**src/rtl/ialu_pkg.sv**
```systemverilog
`timescale 1ns / 1ps
// ialu_pkg: operation codes and control structs for the integer ALU.
// No dependencies.
package ialu_pkg;
  localparam int unsigned ActW = 5;

  typedef enum logic [ActW-1:0] {
    OP_ADD  = 5'd0,
    OP_AND  = 5'd1,
    OP_OR   = 5'd2,
    OP_XOR  = 5'd3,
    OP_SUB  = 5'd4,
    OP_ANDN = 5'd5,
    OP_ORN  = 5'd6,
    OP_XNOR = 5'd7,
    OP_ADDX = 5'd8,
    OP_UMUL = 5'd9,
    OP_SMUL = 5'd10,
    OP_SUBX = 5'd11,
    OP_UDIV = 5'd12,
    OP_SDIV = 5'd13,
    OP_SLL  = 5'd14,
    OP_SRL  = 5'd15,
    OP_SRA  = 5'd16
  } act_e;

  // Start request to the iterative multiply/divide unit.
  typedef struct packed {
    logic start;
    logic is_div;
  } md_req_t;
endpackage

```
**src/rtl/ialu_muldiv.sv**
```systemverilog
`timescale 1ns / 1ps
// ialu_muldiv: shared shift-add multiplier / restoring divider on magnitudes.
// Depends on ialu_pkg.
module ialu_muldiv import ialu_pkg::*; #(
  parameter int unsigned DataWidth = 32
) (
  input  logic                 clk_i,
  input  logic                 rst_ni,
  input  md_req_t              req_i,
  input  logic [DataWidth-1:0] op_a_i,
  input  logic [DataWidth-1:0] op_b_i,
  output logic                 done_o,
  output logic [DataWidth-1:0] lo_o,
  output logic [DataWidth-1:0] hi_o
);
  localparam int unsigned CntW = $clog2(DataWidth + 1);

  logic [DataWidth-1:0] acc_q, acc_d, lo_q, lo_d, b_q, b_d;
  logic [CntW-1:0]      cnt_q, cnt_d;
  logic                 busy_q, busy_d, div_q, div_d;
  logic [DataWidth:0]   sum;
  logic [DataWidth:0]   trial;

  always_comb begin
    acc_d  = acc_q;
    lo_d   = lo_q;
    b_d    = b_q;
    cnt_d  = cnt_q;
    busy_d = busy_q;
    div_d  = div_q;
    sum    = {1'b0, acc_q} + (lo_q[0] ? {1'b0, b_q} : '0);
    trial  = {acc_q, lo_q[DataWidth-1]} - {1'b0, b_q};
    if (req_i.start) begin
      acc_d  = '0;
      lo_d   = op_a_i;
      b_d    = op_b_i;
      cnt_d  = CntW'(DataWidth);
      busy_d = 1'b1;
      div_d  = req_i.is_div;
    end else if (busy_q) begin
      if (div_q) begin
        // restoring step: shift in next dividend bit, try subtract
        if (!trial[DataWidth]) begin
          acc_d = trial[DataWidth-1:0];
          lo_d  = {lo_q[DataWidth-2:0], 1'b1};
        end else begin
          acc_d = {acc_q[DataWidth-2:0], lo_q[DataWidth-1]};
          lo_d  = {lo_q[DataWidth-2:0], 1'b0};
        end
      end else begin
        acc_d = sum[DataWidth:1];
        lo_d  = {sum[0], lo_q[DataWidth-1:1]};
      end
      cnt_d = cnt_q - CntW'(1);
      if (cnt_q == CntW'(1)) busy_d = 1'b0;
    end
  end

  always_ff @(posedge clk_i or negedge rst_ni) begin
    if (!rst_ni) begin
      busy_q <= 1'b0;
      cnt_q  <= '0;
      div_q  <= 1'b0;
    end else begin
      busy_q <= busy_d;
      cnt_q  <= cnt_d;
      div_q  <= div_d;
    end
  end

  always_ff @(posedge clk_i) begin
    acc_q <= acc_d;
    lo_q  <= lo_d;
    b_q   <= b_d;
  end

  assign done_o = busy_q && (cnt_q == CntW'(1));
  // mul: lo = low word, hi = high word; div: lo = quotient, hi = remainder
  assign lo_o = lo_d;
  assign hi_o = acc_d;

`ifndef SYNTHESIS
  a_cnt_idle: assert property (@(posedge clk_i) disable iff (!rst_ni)
    !busy_q |-> !done_o) else $error("done without busy");
  a_start_busy: assert property (@(posedge clk_i) disable iff (!rst_ni)
    req_i.start |=> busy_q) else $error("start lost");
  a_done_end: assert property (@(posedge clk_i) disable iff (!rst_ni)
    done_o |=> !busy_q) else $error("busy after done");
`endif
endmodule

```
**src/rtl/integer_alu_with_condition_codes_top.sv**
```systemverilog
`timescale 1ns / 1ps
// Integer ALU with N/Z/V/C flags and Y register (SPARC-style op set).
// Add/logic/shift ops and divides by zero go straight to ST_FIX; umul/smul and udiv/sdiv
// by a nonzero divisor first run in the one-bit-per-cycle multiply/divide unit (ST_RUN).
// Throughput: one beat at a time; s_axis_tready low while an item is in work.
// A result waits in an output register until taken.
// Reset (rst_ni low, async): flags and Y clear to zero, no result pending.
module integer_alu_with_condition_codes_top import ialu_pkg::*; #(
  parameter int unsigned DATA_WIDTH = 32
) (
  input  logic        clk_i,
  input  logic        rst_ni,
  input  logic        s_axis_tvalid,
  output logic        s_axis_tready,
  // [4:0] action, [5] set_flags, [37:6] operand_a, [69:38] operand_b, zero fill
  input  logic [71:0] s_axis_tdata,
  output logic        m_axis_tvalid,
  input  logic        m_axis_tready,
  // [31:0] result, [63:32] y_value, [67:64] flags_nzvc, [68] divide_by_zero
  output logic [71:0] m_axis_tdata
);
  localparam int unsigned W = DATA_WIDTH;

  // sequencer states
  localparam logic [1:0] ST_IDLE = 2'd0;
  localparam logic [1:0] ST_RUN  = 2'd1;
  localparam logic [1:0] ST_FIX  = 2'd2;
  localparam logic [1:0] ST_OUT  = 2'd3;

  logic [1:0]   st_q, st_d;
  logic [4:0]   act_q;
  logic         upd_q, sa_q, sb_q;
  logic [W-1:0] a_q, b_q;
  logic [3:0]   fl_q, fl_d;
  logic [W-1:0] y_q, y_d;
  logic [31:0]  res_q, res_d;
  logic         dz_q, dz_d;
  logic [W-1:0] lo_q, hi_q;
  logic         done;
  logic [W-1:0] md_lo, md_hi;
  md_req_t      req;

  logic [4:0]   in_act;
  logic [W-1:0] in_a, in_b, mag_a, mag_b;
  assign in_act = s_axis_tdata[4:0];
  assign in_a   = s_axis_tdata[6 +: W];
  assign in_b   = s_axis_tdata[38 +: W];
  assign mag_a  = (in_act == OP_SMUL || in_act == OP_SDIV) && in_a[W-1] ? -in_a : in_a;
  assign mag_b  = (in_act == OP_SMUL || in_act == OP_SDIV) && in_b[W-1] ? -in_b : in_b;

  logic acc_in, is_md_in;
  assign acc_in   = s_axis_tvalid && s_axis_tready;
  assign is_md_in = (in_act == OP_UMUL || in_act == OP_SMUL ||
                     in_act == OP_UDIV || in_act == OP_SDIV) && (in_b != '0 ||
                     in_act == OP_UMUL || in_act == OP_SMUL);
  assign req.start  = acc_in && is_md_in;
  assign req.is_div = (in_act == OP_UDIV || in_act == OP_SDIV);

  ialu_muldiv #(.DataWidth(W)) u_md (
    .clk_i, .rst_ni, .req_i(req), .op_a_i(mag_a), .op_b_i(mag_b),
    .done_o(done), .lo_o(md_lo), .hi_o(md_hi)
  );

  // combinational datapath on the stored operands
  logic [W:0]   s_add, s_sub, subt;
  logic         cin;
  logic [W-1:0] r1, bb, shl, shr, sgn_lo, sgn_hi;
  logic [4:0]   cnt;
  logic         neg_p;
  logic [2*W-1:0] prod;
  logic [3:0]   nz;
  assign cin   = fl_q[0];
  assign s_add = {1'b0, a_q} + {1'b0, b_q} + {{W{1'b0}}, (act_q == OP_ADDX) & cin};
  assign subt  = {1'b0, b_q} + {{W{1'b0}}, (act_q == OP_SUBX) & cin};
  assign s_sub = {1'b0, a_q} - subt;
  assign bb    = (act_q >= OP_ANDN && act_q <= OP_XNOR) ? ~b_q : b_q;
  assign cnt   = b_q[4:0];
  assign shl   = a_q << cnt;
  assign shr   = W'($signed({act_q == OP_SRA & a_q[W-1], a_q}) >>> cnt);
  assign neg_p = sa_q ^ sb_q;
  assign prod  = neg_p ? -{hi_q, lo_q} : {hi_q, lo_q};
  assign sgn_lo = (act_q == OP_SDIV && neg_p) ? -lo_q : lo_q;
  assign sgn_hi = (act_q == OP_SDIV && sa_q) ? -hi_q : hi_q;

  always_comb begin
    r1 = '0;
    case (act_q[1:0])
      2'd1:    r1 = a_q & bb;
      2'd2:    r1 = a_q | bb;
      default: r1 = a_q ^ bb;
    endcase
  end

  always_comb begin
    st_d  = st_q;
    fl_d  = fl_q;
    y_d   = y_q;
    res_d = res_q;
    dz_d  = dz_q;
    nz    = 4'd0;
    case (st_q)
      ST_IDLE: begin
        if (acc_in) st_d = is_md_in ? ST_RUN : ST_FIX;
      end
      ST_RUN: begin
        if (done) st_d = ST_FIX;
      end
      ST_FIX: begin
        st_d = ST_OUT;
        dz_d = 1'b0;
        case (act_q)
          OP_ADD, OP_ADDX: begin
            res_d = 32'(s_add[W-1:0]);
            if (upd_q) fl_d = {s_add[W-1], s_add[W-1:0] == '0,
                               ~(a_q[W-1] ^ b_q[W-1]) & (a_q[W-1] ^ s_add[W-1]), s_add[W]};
          end
          OP_SUB, OP_SUBX: begin
            res_d = 32'(s_sub[W-1:0]);
            if (upd_q) fl_d = {s_sub[W-1], s_sub[W-1:0] == '0,
                               (a_q[W-1] ^ b_q[W-1]) & (a_q[W-1] ^ s_sub[W-1]), s_sub[W]};
          end
          OP_AND, OP_OR, OP_XOR, OP_ANDN, OP_ORN, OP_XNOR: begin
            res_d = 32'(r1);
            if (upd_q) fl_d = {r1[W-1], r1 == '0, 2'b00};
          end
          OP_UMUL, OP_SMUL: begin
            res_d = 32'(prod[W-1:0]);
            y_d   = prod[2*W-1:W];
            nz    = {act_q == OP_SMUL & prod[W-1], prod == '0,
                     prod[2*W-1:W] != '0, 1'b0};
            if (upd_q) fl_d = nz;
          end
          OP_UDIV, OP_SDIV: begin
            if (b_q == '0) begin
              dz_d  = 1'b1;
              res_d = 32'({W{1'b1}});
              y_d   = a_q;
              nz    = {act_q == OP_SDIV, 3'b000};
            end else begin
              res_d = 32'(sgn_lo);
              y_d   = sgn_hi;
              nz    = {act_q == OP_SDIV & sgn_lo[W-1],
                       sgn_lo == '0 && sgn_hi == '0, 2'b00};
            end
            if (upd_q) fl_d = nz;
          end
          OP_SLL:  res_d = 32'(shl);
          OP_SRL, OP_SRA: res_d = 32'(shr);
          default: res_d = '0;
        endcase
      end
      ST_OUT: begin
        if (m_axis_tready) st_d = ST_IDLE;
      end
      default: st_d = ST_IDLE;
    endcase
  end

  always_ff @(posedge clk_i or negedge rst_ni) begin
    if (!rst_ni) begin
      st_q <= ST_IDLE;
      fl_q <= 4'd0;
      y_q  <= '0;
    end else begin
      st_q <= st_d;
      fl_q <= fl_d;
      y_q  <= y_d;
    end
  end

  always_ff @(posedge clk_i) begin
    res_q <= res_d;
    dz_q  <= dz_d;
    if (acc_in) begin
      act_q <= in_act;
      upd_q <= s_axis_tdata[5];
      a_q   <= in_a;
      b_q   <= in_b;
      sa_q  <= (in_act == OP_SMUL || in_act == OP_SDIV) & in_a[W-1];
      sb_q  <= (in_act == OP_SMUL || in_act == OP_SDIV) & in_b[W-1];
    end
    if (done) begin
      lo_q <= md_lo;
      hi_q <= md_hi;
    end
  end

  assign s_axis_tready = (st_q == ST_IDLE);
  assign m_axis_tvalid = (st_q == ST_OUT);
  assign m_axis_tdata  = {3'b000, dz_q, fl_q, 32'(y_q), res_q};

`ifndef SYNTHESIS
  a_one_side: assert property (@(posedge clk_i) disable iff (!rst_ni)
    !(s_axis_tready && m_axis_tvalid)) else $error("overlap");
  a_hold_out: assert property (@(posedge clk_i) disable iff (!rst_ni)
    m_axis_tvalid && !m_axis_tready |=> m_axis_tvalid) else $error("drop");
  a_run_done: assert property (@(posedge clk_i) disable iff (!rst_ni)
    (st_q == ST_RUN) && done |=> st_q == ST_FIX) else $error("seq");
`endif
endmodule

```
**config.mk**
```make
export PLATFORM = sky130hd
export DESIGN_NAME = integer_alu_with_condition_codes_top
export DESIGN_NICKNAME = d
export VERILOG_FILES = /design/src/rtl/ialu_pkg.sv /design/src/rtl/ialu_muldiv.sv /design/src/rtl/integer_alu_with_condition_codes_top.sv
export SDC_FILE = /design/constraint.sdc
export NUM_CORES = 1
export LEC_CHECK = 0
export ABC_AREA = 1
export BUFFER_PORTS_ARGS = -buffer_cell sky130_fd_sc_hd__buf_2
export CAP_MARGIN = 30
export CELL_PAD_IN_SITES_DETAIL_PLACEMENT = 0
export CELL_PAD_IN_SITES_GLOBAL_PLACEMENT = 2
export CORE_MARGIN = 3
export CORE_UTILIZATION = 31
export DETAILED_ROUTE_END_ITERATION = 8
export PLACE_DENSITY_LB_ADDON = 0.05
export SKIP_CTS_REPAIR_TIMING = 1
export SLEW_MARGIN = 20
export SYNTH_ARGS = -nofsm -noshare
export SYNTH_HDL_FRONTEND = slang
export SYNTH_HIERARCHICAL = 1
export SYNTH_SLANG_ARGS = --single-unit
```
**constraint.sdc**
```tcl
create_clock -name clk_i -period 4.1 [get_ports clk_i]
set_input_delay 0.205 -clock clk_i [delete_from_list [all_inputs] [get_ports clk_i]]
set_output_delay 0.205 -clock clk_i [all_outputs]
set_load 0.005 [all_outputs]
```
==> results of run 1 <==
[registers in the layout (all words and copies together), names as in the netlist, 2 cells and up]
signal and flops:
b_q 32, lo_q 32, u_md/cnt_q 6, res_q 32, fl_q 4, y_q 32
a_q 32, u_md/acc_q 32, hi_q 32, u_md/lo_q 32, u_md/b_q 32, st_q 2
act_q 5
[worst paths after layout]
| kind | endpoint | start | depth (start not counted) | slack (ns) |
|---|---|---|---|---|
| min in group asynchronous | y_q[23] | rst_ni | 2 | 0.09 |
| min reg2reg | y_q[30] | y_q[30] | 2 | 0.47 |
| max | res_q[27] | b_q[0] | 12 | 0.02 |
| max in group asynchronous | u_md/div_q | rst_ni | 3 | 3.00 |
| min | upd_q | s_axis_tvalid | 3 | 0.003 |
| max reg2reg | res_q[27] | b_q[0] | 12 | 0.02 |
[kinds of logic after synthesis]
kind of cell,synth area share
AND/OR/NAND/NOR,0.375
adder cells (fa/ha/maj),0.0889
XOR/XNOR,0.0337
multiplexers,0.00230
flip-flops,0.243
other,0.000108
buffers and inverters,0.118
AO/OA/AOI/OAI,0.139
[per-stage QoR]
stage               std cells  power (W)  setup WS (ns)
global placement         7550     0.0243       -0.00171
global route             7698     0.0303        0.00249
finish                   7699     0.0284         0.0219
floorplan                5824     0.0159          0.336
detailed placement       7550     0.0242        -0.0452
CTS                      7628     0.0282        -0.0511
[final cells by class]
cell class | count | area, sq um | area share
multi-input cells | 4440 | 22400 | 0.544
flip-flops and latches | 311 | 8470 | 0.206
repair buffers | 485 | 3630 | 0.0883
inverters | 896 | 3360 | 0.0818
well taps | 1488 | 1860 | 0.0453
clock buffers | 52 | 1150 | 0.0280
clock inverters | 26 | 253 | 0.00615
diodes | 1 | 2.50 | 0.0000609
[placed cells by master (no fill, tap or decap), types with 45 or more instances in the layout]
cell              n
nand4_1          63
dlygate4sd3_1    70
nor2_1          675
edfxtp_1        201
nand3_1         353
nor3_1           56
buf_2           144
xor2_1           96
buf_4           257
inv_1           877
nand2_1        1943
o21ai_0         392
dfrtp_1          45
dfxtp_1          64
a21oi_1         197
o22ai_1          52
ha_1            235
[worst max-delay path: stages (launching register included)]
cell	delay, ns
edfxtp_1	0.44
buf_4	0.39
buf_4	0.46
nand2_1	0.17
o21ai_0	0.16
mux2i_1	0.16
nand2_1	0.08
o21ai_0	0.15
o21ai_0	0.65
o221ai_1	0.20
nor4_1	0.51
buf_4	0.23
o211ai_1	0.13
[metal layers]
layer,vias to the layer above,share of wire
li1,19400,-
met1,19500,0.44
met2,1656,0.45
met3,320,0.064
met4,4,0.053
met5,-,0.00014
[power by group]
part	leakage, nW	switching, W	total [W]	internal, W
Combinational	17.2	0.0131	0.0189	0.00581
Sequential	2.96	0.00102	0.00566	0.00464
Clock	0.670	0.00175	0.00386	0.00210
Total	20.8	0.0158	0.0284	0.0126
==> results.py, run 1 <==
metrics = {
    "outcome": {
        "status": "finished clean",
    },
    "timing": {
        "min_period_ns": 4.08,
        "slew_viol_final": 0,
        "relSlewSlack": 0.280,
        "skew_ns": 0.0852,
        "setup_violations": 0,
        "fin_tns_setup_ns": 0,
        "hold_viol": 0,
        "rsz0062_at_grt": "no",
        "holdWs_ns": 0.00278,
        "fmax_ghz": 0.245,
        "fin_crit_sh": 0.995,
        "worst_pin_slew_ns": 1.07,
    },
    "grt": {
        "met1_usage": 0.464,
        "grt_pass1_vias": 37700,
        "gr-total-overflow": 0,
        "antenna_found_initial": 12,
        "grt_max_degree": 77,
        "met3_usage": 0.0411,
        "grt_use_total": 0.343,
        "grt_pass1_wl_um": 284000,
        "grt-busiest-layer": "met2",
        "grt_use_met2": 0.548,
    },
    "power": {
        "p_per_area_nw_per_um2": 691,
        "p_leak_nw": 20.8,
        "irDropWorstVdd_v": 0.000439,
    },
    "floorplan": {
        "start_util": 0.314,
        "core_sq_um": 111000,
        "dieArea_sq_um": 117000,
        "rows": 122,
        "io-pin-count": 150,
        "die_w_um": 341,
        "fp.dieH_um": 341,
    },
    "setup_path": {
        "start_kind": "flop",
        "cp.arrival_ns": 4.38,
        "crit_path_end_kind": "flop",
        "worstPathMaxFanout": 46,
        "worst-endpoint-required_ns": 4.40,
        "worstSetupPathType": "flop to flop",
    },
    "drt": {
        "drt_wl_total_um": 207000,
        "vias_per_cell": 5.31,
        "drt_drc_violations_left": 0,
        "wl_per_cell_um": 26.9,
        "drt-initial-drc-count": 3995,
        "detail-route-antenna-nets": 0,
        "drtPass1Iterations": 8,
        "routed-via-count": 40900,
    },
    "job": {
        "max_cap_viol_count": 0,
    },
    "cells_and_area": {
        "fillers": 12600,
        "fin_area_sq_um": 41100,
        "drive_gt1_frac": 0.0913,
        "syn_to_final_growth_pct": 17.9,
        "nNetsFinal": 6496,
        "final_util": 0.370,
    },
    "placed_design": {
        "gp_congestion": 1.02,
        "dp_hpwl_um": 175000,
        "io_buffers": 144,
        "placed_area_sq_um": 39000,
    },
    "yosys": {
        "synth-seq-cells": 311,
        "synth_common_cells": "nand2_1, inv_1, nor2_1, o21ai_0, nand3_1",
        "synth_area_sq_um": 34900,
        "ys.flop_type": "edfxtp_1",
        "synth_area_leaders": "nand2_1, edfxtp_1, inv_1, ha_1, nor2_1",
        "ys_seq_area_frac": 0.243,
        "ys_warn_count": 6,
        "synth_cell_types": 57,
        "syn_area_per_cell_sq_um": 5.99,
        "synth_largest_area_cell": "nand2_1",
        "netlist_instances": 5822,
        "async_flop_share": 0.148,
        "synth_edf_count": 201,
        "synth_top_area_share": 0.210,
        "post-synth-top-count-cell": "nand2_1",
    },
    "cts": {
        "cts_root_buf": "clkbuf_16",
        "cts_buffers": 42,
        "max-clock-path-buffers": 3,
        "worstSkewPairLatency_ns": 0.66,
        "cts_tree": "done",
        "htreeDepth": 2,
        "clock-sinks": 311,
        "path_clk_slew_ns": 0.09,
    },
    "hold_path": {
        "hold_path.class": "primary input to flop",
    },
}
Note: power is estimated with default switching activity, not from simulation.
==> inputs of run 2 (changes only) <==
--- a/config.mk
+++ b/config.mk
@@ -5,13 +5,13 @@
 export SDC_FILE = /design/constraint.sdc
 export NUM_CORES = 1
 export LEC_CHECK = 0
-export ABC_AREA = 1
+export ABC_AREA = 0
 export BUFFER_PORTS_ARGS = -buffer_cell sky130_fd_sc_hd__buf_2
 export CAP_MARGIN = 30
 export CELL_PAD_IN_SITES_DETAIL_PLACEMENT = 0
 export CELL_PAD_IN_SITES_GLOBAL_PLACEMENT = 2
 export CORE_MARGIN = 3
-export CORE_UTILIZATION = 31
+export CORE_UTILIZATION = 35
 export DETAILED_ROUTE_END_ITERATION = 8
 export PLACE_DENSITY_LB_ADDON = 0.05
 export SKIP_CTS_REPAIR_TIMING = 1
==> results.py, run 2 <==
metrics = {
    "outcome": {
        "status": "finished, violations left",
        "violations": "setup timing",
    },
    "drt": {
        "drt_wl_total_um": 173000,
        "detail-route-antenna-nets": 0,
        "routed-via-count": 34800,
        "drt-initial-drc-count": 4233,
        "vias_per_cell": 5.91,
        "wl_per_cell_um": 29.4,
        "drt_drc_violations_left": 0,
        "drtPass1Iterations": 6,
    },
    "cts": {
        "max-clock-path-buffers": 3,
        "worstSkewPairLatency_ns": 0.64,
        "path_clk_slew_ns": 0.07,
        "cts_buffers": 42,
        "cts_tree": "done",
        "cts_root_buf": "clkbuf_16",
        "htreeDepth": 2,
        "clock-sinks": 311,
    },
    "setup_path": {
        "start_kind": "flop",
        "worstSetupPathType": "flop to flop",
        "ff2ff_setup_slack_ns": -1.16,
        "r2r_end": "fl_q[2]",
        "worst-endpoint-required_ns": 4.66,
        "r2r-start": "act_q[4]",
        "path_buf_inv": 4,
        "crit_path_end_kind": "flop",
        "slowest_delay_ns": 0.54,
        "critPathSlowestCell": "or4_4",
        "crit_chain": "nor2b_2, nor2b_4, nand3_2, fa_1, inv_1, ha_2, or2_4, fa_2, nand2b_4, a2111o_1, buf_6, a31o_2, a21oi_2, buf_4, o21ai_2, buf_4, a21o_1, a21o_1, xor2_2, or4_4, o41ai_4, a31o_1",
        "reg2regPathDepth": 22,
        "critPathTopFamily": "compound AO/OA/AOI/OAI gates",
        "worstPathMaxFanout": 4,
        "cp.arrival_ns": 5.82,
    },
    "cells_and_area": {
        "layout_commonest_cell": "buf_4",
        "mostFrequentLayoutCells": "buf_4, o21ai_0, nor2_1",
        "drive_gt1_frac": 0.223,
        "nNetsFinal": 5003,
        "syn_to_final_growth_pct": 29.3,
        "final-seq-area_sq_um": 8470,
        "multiInputGateArea_sq_um": 21700,
        "fillers": 9049,
    },
    "timing": {
        "fin_crit_sh": 1.28,
        "slew_viol_final": 0,
        "skew_ns": 0.0460,
        "setup_violations": 18,
        "rsz0062_at_grt": "yes",
        "relSlewSlack": 0.338,
        "worst_slack_ns": -1.16,
        "min_period_ns": 5.26,
        "fmax_ghz": 0.190,
        "hold_viol": 0,
        "worst_pin_slew_ns": 0.993,
        "holdWs_ns": 0.0531,
    },
    "placed_design": {
        "place_worst_setup_slack_ns": -1.32,
        "io_buffers": 144,
        "gp_congestion": 1.04,
        "dp_hpwl_um": 141000,
    },
    "yosys": {
        "synth_area_sq_um": 31600,
        "synth_largest_area_cell": "edfxtp_1",
        "synth_edf_count": 201,
        "synth_common_cells": "o21ai_0, nor2_1, a21oi_1, nand2_1, inv_1",
        "post-synth-top-count-cell": "o21ai_0",
        "ys_warn_count": 6,
        "synth_area_leaders": "edfxtp_1, ha_1, o21ai_0, xnor2_1, a21oi_1",
        "netlist_instances": 3988,
        "syn_area_per_cell_sq_um": 7.93,
        "synth-seq-cells": 311,
        "ys_seq_area_frac": 0.268,
        "synth_top_area_share": 0.191,
        "ys.flop_type": "edfxtp_1",
        "async_flop_share": 0.148,
        "synth_cell_types": 100,
    },
    "floorplan": {
        "start_util": 0.355,
        "dieArea_sq_um": 93900,
        "core_sq_um": 88900,
        "rows": 109,
        "fp.dieH_um": 307,
        "io-pin-count": 150,
        "die_w_um": 307,
    },
    "grt": {
        "grt_pass1_wl_um": 242000,
        "grt_pass1_vias": 32100,
        "gr-total-overflow": 0,
        "grt_max_degree": 73,
        "antenna_found_initial": 15,
        "grt_use_total": 0.356,
    },
    "power": {
        "p_per_area_nw_per_um2": 650,
        "p_leak_nw": 17.3,
        "irDropWorstVdd_v": 0.000386,
    },
    "hold_path": {
        "hold_path.class": "primary input to async pin",
    },
    "job": {
        "max_cap_viol_count": 0,
    },
}
-- run 2: cell types whose count changed after synthesis, moves of 48 or more --
cell      change
mux2i_1     +124
nand3_1     -291
xnor2_1     +170
a21oi_1     +146
and2_1       +48
clkbuf_1     +87
nand2_1    -1604
nor2_1      -324
inv_1       -627
a22oi_1      +50
-- run 2: per-layer routing --
layer / part of all wire / vias to the layer above / wire length, um / global-route usage
li1: - / 16000 / - / -
met1: 0.45 / 16900 / 77900 / 0.514
met2: 0.42 / 1626 / 71900 / 0.521
met3: 0.090 / 291 / 15600 / 0.0711
met4: 0.043 / 14 / 7530 / 0.135
met5: 0.00059 / - / 102 / 0
-- run 2: worst reg2reg max path, stage by stage, from the launching register on --
cell and delay [ns]:
edfxtp_1 0.40, nor2b_2 0.16, nor2b_4 0.23, nand3_2 0.11
fa_1 0.52, inv_1 0.06, ha_2 0.17, or2_4 0.25
fa_2 0.36, nand2b_4 0.15, a2111o_1 0.40, buf_6 0.15
a31o_2 0.24, a21oi_2 0.17, buf_4 0.13, o21ai_2 0.06
buf_4 0.13, a21o_1 0.16, a21o_1 0.17, xor2_2 0.17
or4_4 0.54, o41ai_4 0.29, a31o_1 0.15
-- run 2: worst max path at each step --
| stage | start | to | cells after the start |
|---|---|---|---|
| finish | act_q[4] | fl_q[2] | 22 |
| global route | act_q[4] | fl_q[2] | 20 |
| CTS | act_q[4] | fl_q[2] | 21 |
| detailed placement | act_q[4] | fl_q[2] | 22 |
| global placement | act_q[4] | fl_q[2] | 22 |
| floorplan | b_q[0] | fl_q[2] | 21 |
-- run 2: cell families after synthesis --
| group | synth area share |
|---|---|
| AND/OR/NAND/NOR | 0.189 |
| other | 0.000119 |
| adder cells (fa/ha/maj) | 0.0980 |
| XOR/XNOR | 0.0837 |
| flip-flops | 0.268 |
| multiplexers | 0.0526 |
| AO/OA/AOI/OAI | 0.246 |
| buffers and inverters | 0.0623 |
-- run 2: cell type report --
class / count / share of cell area
inverters: 256 / 0.0236
well taps: 1165 / 0.0357
clock inverters: 22 / 0.00628
flip-flops and latches: 311 / 0.207
clock buffers: 55 / 0.0287
diodes: 9 / 0.000551
repair buffers: 901 / 0.168
multi-input cells: 3171 / 0.530
-- run 2: stage by stage --
step	instance area [sq um]	utilization	std cells	setup TNS, ns	power (W)
floorplan	31700	-	3990	-1.49	0.0140
global placement	38200	0.430	5712	-10.51	0.0218
detailed placement	38200	0.430	5713	-12.53	0.0217
CTS	39600	0.446	5790	-13.26	0.0257
global route	40900	0.459	5883	-7.72	0.0280
finish	40900	0.460	5890	-4.48	0.0266
-- run 2: where the power goes --
group	switching [W]	leakage [nW]	total [W]	internal (W)
clock network	0.00167	0.697	0.00396	0.00229
registers	0.000867	2.96	0.00538	0.00451
logic	0.0103	13.7	0.0172	0.00691
total	0.0128	17.3	0.0266	0.0137
